==> src/hdl/ptfc_pkg.sv <==
// Shared types and constants for the four-channel paddle timer.
// Used by ptfc_lane, ptfc_merge and paddle_timer_four_channel; no dependencies.
package ptfc_pkg;

    // Default build parameters
    localparam int DEF_NUM_PADDLES = 4;
    localparam int DEF_TIME_BITS   = 32;

    // Field widths
    localparam int POS_W      = 17;
    localparam int NOW_W      = 32;
    localparam int SEL_W      = 2;
    localparam int DATA_W     = 8;
    localparam int GAIN_W     = 12;
    localparam int TRIM_W     = 8;
    localparam int DELAY_W    = 16;
    localparam int CFG_IDX_W  = 3;
    localparam int CFG_DATA_W = 16;

    // Position sources: four real inputs, the rest read as zero
    localparam int NUM_INPUTS  = 4;
    localparam int SRC_SLOTS   = 8;
    localparam int SRC_IDX_W   = 3;

    // Arithmetic
    localparam int SCALE_SHIFT = 16;   // gain is unsigned 4.8, product drops 16 bits
    localparam int FRAC_W      = 8;    // delay factor is Q8.8
    localparam int COUNT_W     = 9;    // clamped count 0..280
    localparam int SUM_W       = 16;   // scaled count plus bias and trim
    localparam int PROD2_W     = COUNT_W + DELAY_W;

    localparam logic signed [SUM_W-1:0] COUNT_BIAS = 16'sd128;
    localparam logic signed [SUM_W-1:0] COUNT_HIGH = 16'sd255;
    localparam logic [COUNT_W-1:0]      COUNT_SAT  = 9'd280;

    // Commands
    localparam logic CMD_TRIGGER = 1'b0;
    localparam logic CMD_READ    = 1'b1;

    // Read answers
    localparam logic [DATA_W-1:0] READ_BUSY = 8'h80;
    localparam logic [DATA_W-1:0] READ_IDLE = 8'h00;

    // Configuration register indexes
    localparam logic [CFG_IDX_W-1:0] CFG_SWAP_PAIRS   = 3'd0;
    localparam logic [CFG_IDX_W-1:0] CFG_INVERT       = 3'd1;
    localparam logic [CFG_IDX_W-1:0] CFG_GAIN_X       = 3'd2;
    localparam logic [CFG_IDX_W-1:0] CFG_GAIN_Y       = 3'd3;
    localparam logic [CFG_IDX_W-1:0] CFG_OFFSET_X     = 3'd4;
    localparam logic [CFG_IDX_W-1:0] CFG_OFFSET_Y     = 3'd5;
    localparam logic [CFG_IDX_W-1:0] CFG_DELAY_FACTOR = 3'd6;

    // Configuration reset values
    localparam logic [GAIN_W-1:0]  GAIN_RESET  = 12'd256;
    localparam logic [DELAY_W-1:0] DELAY_RESET = 16'd2826;

    // Per-lane stage enables from the sequencer
    typedef struct packed {
        logic scale_en;   // register position * gain
        logic delay_en;   // register clamped count * delay factor
        logic commit_en;  // write the new deadline
    } t_lane_ctl;

endpackage

==> src/hdl/ptfc_lane.sv <==
// One paddle channel: invert, scale, trim, clamp and turn the count into a deadline.
// Depends on ptfc_pkg.
module ptfc_lane #(
    parameter int TIME_BITS = ptfc_pkg::DEF_TIME_BITS
) (
    input  logic                                  i_clk,
    input  logic                                  i_rst_n,
    input  ptfc_pkg::t_lane_ctl                   i_ctl,
    input  logic signed [ptfc_pkg::POS_W-1:0]     i_pos,
    input  logic                                  i_invert,
    input  logic [ptfc_pkg::GAIN_W-1:0]           i_gain,
    input  logic signed [ptfc_pkg::TRIM_W-1:0]    i_trim,
    input  logic [ptfc_pkg::DELAY_W-1:0]          i_delay,
    input  logic [TIME_BITS-1:0]                  i_now,
    output logic [TIME_BITS-1:0]                  o_deadline
);
    import ptfc_pkg::*;

    localparam int V_W   = POS_W + 1;
    localparam int P1_W  = V_W + GAIN_W + 1;
    localparam int Q_W   = P1_W - SCALE_SHIFT;
    localparam int DLY_W = PROD2_W - FRAC_W;
    localparam int ADD_W = (TIME_BITS > DLY_W) ? TIME_BITS : DLY_W;

    logic signed [V_W-1:0]    w_pos_ext;
    logic signed [V_W-1:0]    w_v;
    logic signed [GAIN_W:0]   w_gain_s;
    logic signed [P1_W-1:0]   r_prod1;
    logic signed [P1_W-1:0]   n_prod1;
    logic signed [Q_W-1:0]    w_q;
    logic signed [SUM_W-1:0]  w_sum;
    logic [COUNT_W-1:0]       w_count;
    logic [PROD2_W-1:0]       r_prod2;
    logic [PROD2_W-1:0]       n_prod2;
    logic [ADD_W-1:0]         w_add;
    logic [TIME_BITS-1:0]     r_deadline;

    // Negation of the most negative position needs the extra bit
    assign w_pos_ext = {i_pos[POS_W-1], i_pos};
    assign w_v       = i_invert ? -w_pos_ext : w_pos_ext;
    assign w_gain_s  = {1'b0, i_gain};
    assign n_prod1   = P1_W'(w_v) * P1_W'(w_gain_s);

    // Arithmetic shift by slicing: rounds toward minus infinity
    assign w_q   = r_prod1[P1_W-1:SCALE_SHIFT];
    assign w_sum = SUM_W'(w_q) + COUNT_BIAS + SUM_W'(i_trim);

    always_comb begin
        if (w_sum >= COUNT_HIGH) begin
            w_count = COUNT_SAT;
        end else if (w_sum < 0) begin
            w_count = '0;
        end else begin
            w_count = w_sum[COUNT_W-1:0];
        end
    end

    assign n_prod2 = PROD2_W'(w_count) * PROD2_W'(i_delay);
    assign w_add   = ADD_W'(i_now) + ADD_W'(r_prod2[PROD2_W-1:FRAC_W]);

    always_ff @(posedge i_clk) begin
        if (i_ctl.scale_en) begin
            r_prod1 <= n_prod1;
        end
        if (i_ctl.delay_en) begin
            r_prod2 <= n_prod2;
        end
    end

    always_ff @(posedge i_clk) begin
        if (!i_rst_n) begin
            r_deadline <= '0;
        end else if (i_ctl.commit_en) begin
            r_deadline <= w_add[TIME_BITS-1:0];
        end
    end

    assign o_deadline = r_deadline;

endmodule

==> src/hdl/ptfc_merge.sv <==
// Merge stage: pick the selected lane's deadline and test whether it is still ahead.
// Depends on ptfc_pkg.
module ptfc_merge #(
    parameter int NUM_PADDLES = ptfc_pkg::DEF_NUM_PADDLES,
    parameter int TIME_BITS   = ptfc_pkg::DEF_TIME_BITS
) (
    input  logic [NUM_PADDLES-1:0][TIME_BITS-1:0] i_deadlines,
    input  logic [ptfc_pkg::SEL_W-1:0]            i_sel,
    input  logic [TIME_BITS-1:0]                  i_now,
    output logic [ptfc_pkg::DATA_W-1:0]           o_read_data
);
    import ptfc_pkg::*;

    localparam int CMP_W = SRC_IDX_W + 1;

    logic                 w_hit;
    logic [TIME_BITS-1:0] w_pick;
    logic [TIME_BITS-1:0] w_diff;

    // Selects beyond the lane count match nothing and read as expired
    always_comb begin
        w_hit  = 1'b0;
        w_pick = '0;
        for (int k = 0; k < NUM_PADDLES; k++) begin
            if (CMP_W'(i_sel) == CMP_W'(k)) begin
                w_hit  = 1'b1;
                w_pick = i_deadlines[k];
            end
        end
    end

    assign w_diff = w_pick - i_now;

    always_comb begin
        if (w_hit && (w_diff != '0) && !w_diff[TIME_BITS-1]) begin
            o_read_data = READ_BUSY;
        end else begin
            o_read_data = READ_IDLE;
        end
    end

endmodule

==> src/hdl/paddle_timer_four_channel.sv <==
// Four-channel game paddle timer, top level. Depends on ptfc_pkg, ptfc_lane, ptfc_merge.
// The input transfer registers position * gain, ST_SCALE the delay product, and
//   ST_DONE commits and loads the output register. A new item is taken only after
//   the last has finished; all lanes run their two registered multiplies side by side.
// Reset (synchronous, active low): deadlines clear to zero, configuration returns
//   to swap off, invert off, gains 1.0, trims 0, delay factor 2826; no output pending.
module paddle_timer_four_channel #(
    parameter int NUM_PADDLES = ptfc_pkg::DEF_NUM_PADDLES,
    parameter int TIME_BITS   = ptfc_pkg::DEF_TIME_BITS
) (
    input  logic                                  i_clk,
    input  logic                                  i_rst_n,
    // Item input channel
    input  logic                                  i_in_valid,
    output logic                                  o_in_ready,
    input  logic                                  i_command,
    input  logic [ptfc_pkg::NOW_W-1:0]            i_now,
    input  logic signed [ptfc_pkg::POS_W-1:0]     i_position_0,
    input  logic signed [ptfc_pkg::POS_W-1:0]     i_position_1,
    input  logic signed [ptfc_pkg::POS_W-1:0]     i_position_2,
    input  logic signed [ptfc_pkg::POS_W-1:0]     i_position_3,
    input  logic [ptfc_pkg::SEL_W-1:0]            i_paddle_sel,
    // Result output channel
    output logic                                  o_out_valid,
    input  logic                                  i_out_ready,
    output logic [ptfc_pkg::DATA_W-1:0]           o_read_data,
    // Configuration write channel
    input  logic                                  i_cfg_valid,
    output logic                                  o_cfg_ready,
    input  logic [ptfc_pkg::CFG_IDX_W-1:0]        i_cfg_index,
    input  logic [ptfc_pkg::CFG_DATA_W-1:0]       i_cfg_data
);
    import ptfc_pkg::*;

    localparam int NOW_EXT_W = (TIME_BITS > NOW_W) ? TIME_BITS : NOW_W;

    // Sequencer states
    localparam logic [1:0] ST_IDLE  = 2'd0;
    localparam logic [1:0] ST_SCALE = 2'd1;
    localparam logic [1:0] ST_DONE  = 2'd2;

    // Configuration registers
    logic                       r_swap;
    logic                       r_invert;
    logic [GAIN_W-1:0]          r_gain_x;
    logic [GAIN_W-1:0]          r_gain_y;
    logic signed [TRIM_W-1:0]   r_offset_x;
    logic signed [TRIM_W-1:0]   r_offset_y;
    logic [DELAY_W-1:0]         r_delay;

    // Sequencer and captured item
    logic [1:0]                 r_state;
    logic [1:0]                 n_state;
    logic                       r_cmd;
    logic [SEL_W-1:0]           r_sel;
    logic [TIME_BITS-1:0]       r_now;
    logic                       r_out_valid;
    logic [DATA_W-1:0]          r_read_data;

    logic                       w_in_xfer;
    logic                       w_cfg_xfer;
    logic                       w_out_free;
    logic                       w_finish;
    logic [NOW_EXT_W-1:0]       w_now_ext;
    t_lane_ctl                  w_ctl;
    logic [DATA_W-1:0]          w_merge_data;

    logic signed [POS_W-1:0]                w_pos_src [SRC_SLOTS];
    logic [NUM_PADDLES-1:0][TIME_BITS-1:0]  w_deadlines;

    // ---------------------------------------------------------------
    // Configuration port: always ready, each write is registered directly.
    // Indexes past the register list are dropped.
    // ---------------------------------------------------------------
    assign o_cfg_ready = 1'b1;
    assign w_cfg_xfer  = i_cfg_valid && o_cfg_ready;

    always_ff @(posedge i_clk) begin
        if (!i_rst_n) begin
            r_swap     <= 1'b0;
            r_invert   <= 1'b0;
            r_gain_x   <= GAIN_RESET;
            r_gain_y   <= GAIN_RESET;
            r_offset_x <= '0;
            r_offset_y <= '0;
            r_delay    <= DELAY_RESET;
        end else if (w_cfg_xfer) begin
            case (i_cfg_index)
                CFG_SWAP_PAIRS:   r_swap     <= i_cfg_data[0];
                CFG_INVERT:       r_invert   <= i_cfg_data[0];
                CFG_GAIN_X:       r_gain_x   <= i_cfg_data[GAIN_W-1:0];
                CFG_GAIN_Y:       r_gain_y   <= i_cfg_data[GAIN_W-1:0];
                CFG_OFFSET_X:     r_offset_x <= i_cfg_data[TRIM_W-1:0];
                CFG_OFFSET_Y:     r_offset_y <= i_cfg_data[TRIM_W-1:0];
                CFG_DELAY_FACTOR: r_delay    <= i_cfg_data[DELAY_W-1:0];
                default: begin
                end
            endcase
        end
    end

    // ---------------------------------------------------------------
    // Sequencer: one item in flight. The lanes scale on the input
    // transfer, multiply by the delay factor in ST_SCALE and, for a trigger,
    // commit in ST_DONE as soon as the output register can take the result.
    // ---------------------------------------------------------------
    assign o_in_ready = (r_state == ST_IDLE);
    assign w_in_xfer  = i_in_valid && o_in_ready;
    assign w_out_free = !r_out_valid || i_out_ready;
    assign w_finish   = (r_state == ST_DONE) && w_out_free;

    always_comb begin
        n_state = r_state;
        case (r_state)
            ST_IDLE: begin
                if (w_in_xfer) begin
                    n_state = ST_SCALE;
                end
            end
            ST_SCALE: begin
                n_state = ST_DONE;
            end
            ST_DONE: begin
                if (w_out_free) begin
                    n_state = ST_IDLE;
                end
            end
            default: begin
                n_state = ST_IDLE;
            end
        endcase
    end

    always_ff @(posedge i_clk) begin
        if (!i_rst_n) begin
            r_state <= ST_IDLE;
        end else begin
            r_state <= n_state;
        end
    end

    // Hold the item's command, select and timestamp for the later stages
    assign w_now_ext = NOW_EXT_W'(i_now);

    always_ff @(posedge i_clk) begin
        if (w_in_xfer) begin
            r_cmd <= i_command;
            r_sel <= i_paddle_sel;
            r_now <= w_now_ext[TIME_BITS-1:0];
        end
    end

    assign w_ctl.scale_en  = w_in_xfer;
    assign w_ctl.delay_en  = (r_state == ST_SCALE);
    assign w_ctl.commit_en = w_finish && (r_cmd == CMD_TRIGGER);

    // ---------------------------------------------------------------
    // Position sources: the four inputs, then zero for any channel
    // index past them (reachable through extra lanes, swap on or off).
    // ---------------------------------------------------------------
    assign w_pos_src[0] = i_position_0;
    assign w_pos_src[1] = i_position_1;
    assign w_pos_src[2] = i_position_2;
    assign w_pos_src[3] = i_position_3;

    generate
        for (genvar s = NUM_INPUTS; s < SRC_SLOTS; s++) begin : g_zero_src
            assign w_pos_src[s] = '0;
        end
    endgenerate

    // ---------------------------------------------------------------
    // Lanes: channel i reads source i, or i^1 with swap on. Gain and
    // trim follow the source's parity, not the channel's.
    // ---------------------------------------------------------------
    generate
        for (genvar i = 0; i < NUM_PADDLES; i++) begin : g_lane
            localparam logic [SRC_IDX_W-1:0] SRC_DIRECT  = SRC_IDX_W'(i);
            localparam logic [SRC_IDX_W-1:0] SRC_SWAPPED = SRC_IDX_W'(i ^ 1);
            localparam logic                 CH_ODD      = SRC_DIRECT[0];

            logic                     w_src_odd;
            logic signed [POS_W-1:0]  w_pos;
            logic [GAIN_W-1:0]        w_gain;
            logic signed [TRIM_W-1:0] w_trim;

            assign w_src_odd = CH_ODD ^ r_swap;
            assign w_pos     = r_swap ? w_pos_src[SRC_SWAPPED] : w_pos_src[SRC_DIRECT];
            assign w_gain    = w_src_odd ? r_gain_y : r_gain_x;
            assign w_trim    = w_src_odd ? r_offset_y : r_offset_x;

            ptfc_lane #(
                .TIME_BITS (TIME_BITS)
            ) u_lane (
                .i_clk      (i_clk),
                .i_rst_n    (i_rst_n),
                .i_ctl      (w_ctl),
                .i_pos      (w_pos),
                .i_invert   (r_invert),
                .i_gain     (w_gain),
                .i_trim     (w_trim),
                .i_delay    (r_delay),
                .i_now      (r_now),
                .o_deadline (w_deadlines[i])
            );
        end
    endgenerate

    // Merge: a read answers from the selected lane's deadline
    ptfc_merge #(
        .NUM_PADDLES (NUM_PADDLES),
        .TIME_BITS   (TIME_BITS)
    ) u_merge (
        .i_deadlines (w_deadlines),
        .i_sel       (r_sel),
        .i_now       (r_now),
        .o_read_data (w_merge_data)
    );

    // ---------------------------------------------------------------
    // Output register: load on finish, drop the valid once the result
    // transfers and nothing new replaces it. A trigger always reads 0.
    // ---------------------------------------------------------------
    always_ff @(posedge i_clk) begin
        if (!i_rst_n) begin
            r_out_valid <= 1'b0;
        end else if (w_finish) begin
            r_out_valid <= 1'b1;
        end else if (i_out_ready) begin
            r_out_valid <= 1'b0;
        end
    end

    always_ff @(posedge i_clk) begin
        if (w_finish) begin
            r_read_data <= (r_cmd == CMD_TRIGGER) ? READ_IDLE : w_merge_data;
        end
    end

    assign o_out_valid = r_out_valid;
    assign o_read_data = r_read_data;

endmodule
==> config.mk <==
export PLATFORM = sky130hd
export DESIGN_NAME = paddle_timer_four_channel
export DESIGN_NICKNAME = d
export VERILOG_FILES = /design/src/hdl/ptfc_pkg.sv /design/src/hdl/ptfc_lane.sv /design/src/hdl/ptfc_merge.sv /design/src/hdl/paddle_timer_four_channel.sv
export SDC_FILE = /design/constraint.sdc
export NUM_CORES = 2
export LEC_CHECK = 0
export BUFFER_PORTS_ARGS = -buffer_cell sky130_fd_sc_hd__clkbuf_2
export CELL_PAD_IN_SITES_DETAIL_PLACEMENT = 1
export CELL_PAD_IN_SITES_GLOBAL_PLACEMENT = 2
export CORE_MARGIN = 3
export CORE_UTILIZATION = 45
export DETAILED_ROUTE_END_ITERATION = 8
export GPL_TIMING_DRIVEN = 0
export PLACE_DENSITY = 0.95
export SLEW_MARGIN = 20
export SYNTH_ARGS = -nofsm -noshare
export SYNTH_HDL_FRONTEND = slang
export SYNTH_SLANG_ARGS = --single-unit
==> constraint.sdc <==
create_clock -name i_clk -period 31.8 [get_ports i_clk]
set_input_delay 3.18 -clock i_clk [delete_from_list [all_inputs] [get_ports i_clk]]
set_output_delay 3.18 -clock i_clk [all_outputs]
set_load 0.01 [all_outputs]
==> impl_results.rst <==
.. list-table::
   :header-rows: 1

   * - Metric
     - Value
   * - Switching power as a share of total power
     - 43.1%
   * - Die area
     - around 0.16 mm2
   * - Finish-stage setup viols
     - 0
   * - Mean instance size in the synthesized netlist
     - 8.83 um2
   * - Cell Pwr Density
     - 28.7 mW/mm2
   * - CP endpoint kind
     - flip-flop
   * - Area leader, netlist
     - fa_1
   * - Initial antenna violation count
     - 26
   * - Routed Antenna Nets
     - 0
   * - Worst clock skew
     - 0.0350 ns
   * - Die Width
     - 401 um
   * - Starting density of the core
     - between 40 and 50%
   * - Classification of the worst setup path
     - flip-flop to flip-flop
   * - Max Fanout on Critical Path
     - 12
   * - Half-perimeter wire length after detailed placement
     - 205,000 um
   * - Setup repair after global routing missed its margin
     - no
   * - Clock tree from TritonCTS
     - built
   * - Stage delay of the slowest cell on the critical path
     - 0.82 ns
   * - I/O pin cnt
     - approximately 140
   * - R2r setup slk
     - 16.94 ns
   * - Routed length per instance
     - 23.6 um
   * - Total clock buffers created by CTS
     - 41
   * - Top cell type's share of synthesized area
     - 33.9%
   * - Total Power
     - between 0.002 and 0.0025 W
   * - Number of buffers added on ports
     - 129
   * - Depth of the CTS H-tree
     - 2
   * - Worst-case vdd ir drop
     - 31.6 uV
   * - Instance area after placement
     - about 0.074 mm2
   * - Deepest clock path buffer count
     - 3
   * - Worst Max-Slew Pin Slew
     - 1.19 ns
   * - Layout net count
     - about 10,000
   * - Leak
     - 35.5 nW
   * - Detailed Route Iter0 Violations
     - 3,328
   * - Hold/Removal Path Class
     - flip-flop to flip-flop
   * - Logic pwr share
     - 51.2%
   * - Total global routing overflow
     - 0
   * - Wire length reported by the detailed router
     - 242,000 um
   * - FF-to-FF Start
     - g_lane[0].w_src_odd
   * - Final number of hold-violating endpoints
     - 0
   * - Layout overhead on the synthesized area
     - 7.01%
   * - Final standard cell utilization of the core
     - between 40% and 50%
   * - Area of the placeable core
     - 0.154 mm2
   * - Data arrival time of the worst path
     - 15.19 ns
   * - Status
     - finished, final reports clean
   * - Crit path max-delay cell type
     - mux2i_1
   * - Leading cell types by count after synthesis
     - 1,430 x inv_1, 1,189 x fa_1, 980 x nand2_1
   * - Post-synth design cell area
     - 0.0702 mm2
   * - Via density
     - 5.62
   * - Share of flip-flops with an asynchronous set or reset
     - 0%
   * - Count of flip-flops with a built-in enable after synthesis
     - between 150 and 200
   * - Number of standard cells after synthesis
     - around 7,900
   * - Fin Setup TNS
     - 0 ns
   * - Via count of the first global-routing pass
     - 64,800
   * - Distinct cells, synth
     - 89
   * - Switching pwr
     - just over 0.0009 W
   * - Number of sinks handled by clock tree synthesis
     - roughly 350
   * - Part of the total power dissipated in sequential elements
     - 26.0%
   * - Most used standard cell by instance count after synthesis
     - inv_1
   * - Register clock-pin slew on the reported worst setup and hold paths
     - 0.06 ns
   * - Num rows
     - 144
   * - Share of final-layout standard cells stronger than drive strength 1
     - between 4 and 5%
   * - Part of the total power dissipated in the clock network
     - 22.8%
   * - Sequential cell area fraction in the yosys report
     - approximately 12%
   * - Setup fix buffers added after clock tree synthesis
     - 0
   * - Required time at the worst-slack endpoint
     - 32.14 ns
   * - Initial DRT Pass Iterations
     - 5
   * - Area of all placed cells without fillers
     - 0.0751 mm2
   * - Critical hold path startpoint
     - g_lane[2].u_lane.o_deadline[4]
   * - Element type at the critical path start
     - flip-flop
   * - Max_cap viols
     - 0
   * - Minimum period implied by the final worst setup slack
     - 14.86 ns
   * - Total of flip-flops plus latches after synthesis
     - approximately 350
   * - Main synth FF type
     - dfxtp_1
   * - Final Cycle Share
     - 46.7%
   * - Remaining design rule violation count
     - 0
   * - Number of gates resized after CTS
     - 0
   * - DR vias
     - 57,500
   * - Global routing usage summed across all routing layers
     - 30.0%
   * - Height of the chip
     - 401 um
   * - Yosys synthesis warning count
     - 0
   * - Worst slew margin relative to its limit
     - between 10% and 20%
   * - Hold buffer count at cts
     - 0
   * - Top area cells in the synthesized netlist
     - fa_1 34%, ha_1 12%, inv_1 7.7%, edfxtp_1 7.0%, dfxtp_1 5.4%
   * - Cell at the root of the clock tree
     - clkbuf_16
   * - Largest net degree at the start of global routing
     - 51
   * - Maximum frequency from static timing analysis
     - 67.3 MHz
   * - Global placer's final weighted congestion
     - approximately 0.96
   * - Global-route wire length before repair
     - 375,000 um
   * - Clock latency at the later pin of the worst-skew pair
     - ~0.62 ns
   * - Cell type with the highest occurrence count on the critical path
     - buf_2
   * - Int Pwr
     - 0.00122 W
   * - Crit. Startpoint
     - g_lane[0].w_src_odd
   * - Max-slew violation total from the final report
     - 0
path summary, 6_finish.rpt:
path | depth (start not counted) | endpoint
min | 2 | g_lane[2].u_lane.o_deadline[4]
max | 43 | g_lane[2].u_lane.r_prod2[24]
max reg2reg | 43 | g_lane[2].u_lane.r_prod2[24]
min reg2reg | 2 | g_lane[2].u_lane.o_deadline[4]
cells in the final DEF, fill, tap and decap left out, drive strengths merged, types with 14 or more instances in the layout:
cell,count
o21bai,24
xnor2,241
dfxtp,189
o21a,55
ha,651
nor2b,47
a311o,20
or3,36
and3,47
nand2,980
nand2b,63
or2,34
o211ai,18
o21ai,171
buf,68
nand4,26
diode,16
and2,320
mux4,32
a21boi,16
nor3b,15
nand3,100
nor2,708
xor2,116
o31ai,14
nor3,107
a31oi,22
inv,1434
nor4,18
a21oi,340
a211oi,28
a21o,83
fa,1189
nand3b,15
clkinv,17
mux2,36
clkbuf,438
edfxtp,164
mux2i,132
cells by family after synthesis:
group,Yosys count,share of synthesized area (%)
buf+inv,1743,9.40
fa+ha+maj,1840,45.5
xor+xnor,357,4.46
simple gates,2541,16.4
compound gates,912,8.25
other cells,2,0.0107
mux,200,3.50
flops,353,12.4
final cells by class:
| cell class | instances | area (um2) |
|---|---|---|
| Fill cell | 18300 | 79300 |
| Multi-Input combinational cell | 5858 | 55000 |
| Sequential cell | 353 | 8710 |
| Inverter | 1431 | 5370 |
| Tap cell | 2044 | 2560 |
| Buffer | 312 | 1220 |
| Clock buffer | 52 | 1180 |
| Timing Repair Buffer | 142 | 831 |
| Clock inverter | 24 | 193 |
| Antenna cell | 16 | 40.0 |
registers in the layout, indices dropped and copies added (netlist names), 8 cells and up:
| name | count |
|---|---|
| r_offset_x | 8 |
| r_offset_y | 8 |
| r_gain_x | 12 |
| r_now | 32 |
| g_lane.u_lane.r_prod2 | 68 |
| g_lane.u_lane.o_deadline | 128 |
| r_delay | 16 |
| r_gain_y | 12 |
| g_lane.u_lane.r_prod1 | 60 |
stage by stage:
| step | worst slack [ns] | hold WS (ns) | instances |
|---|---|---|---|
| after floorplan | 21.02 | 0.429 | 7954 |
| after global placement | 16.86 | 0.436 | 10100 |
| after detailed placement | 17.10 | 0.449 | 10100 |
| after CTS | 17.02 | 0.458 | 10200 |
| after global routing | 16.27 | 0.476 | 10200 |
| final | 16.94 | 0.457 | 10200 |
power by group through the flow:
| stage | Combinational [W] | Clock, W | Sequential [W] |
|---|---|---|---|
| 6_report | 0.00110 | 0.000491 | 0.000559 |
| 5_1_grt | 0.00123 | 0.000515 | 0.000562 |
| 4_1_cts | 0.00110 | 0.000499 | 0.000560 |
| 3_5_place_dp | 0.00109 | 0 | 0.000569 |
| 3_3_place_gp | 0.00102 | 0 | 0.000569 |
| 2_1_floorplan | 0.000757 | 0 | 0.000555 |
worst max-delay path, delay by kind of cell (launching register included):
family                   cells  cell delay [ns]
AO/OA/AOI/OAI               13             3.02
multiplexers                 2             1.18
flip-flops                   1             0.31
XOR/XNOR                     1             0.09
adder cells (fa/ha/maj)      7             3.20
buffers and inverters       15             4.76
AND/OR/NAND/NOR              5             1.95
routing by layer:
metal | part of all wire [%] | GRT usage, %
met2 | 48 | 52.3
met5 | 0.016 | 0
met4 | 6.8 | 16.5
met3 | 5.2 | 3.38
met1 | 40 | 36.3
Power figures use the tool's default switching activity.
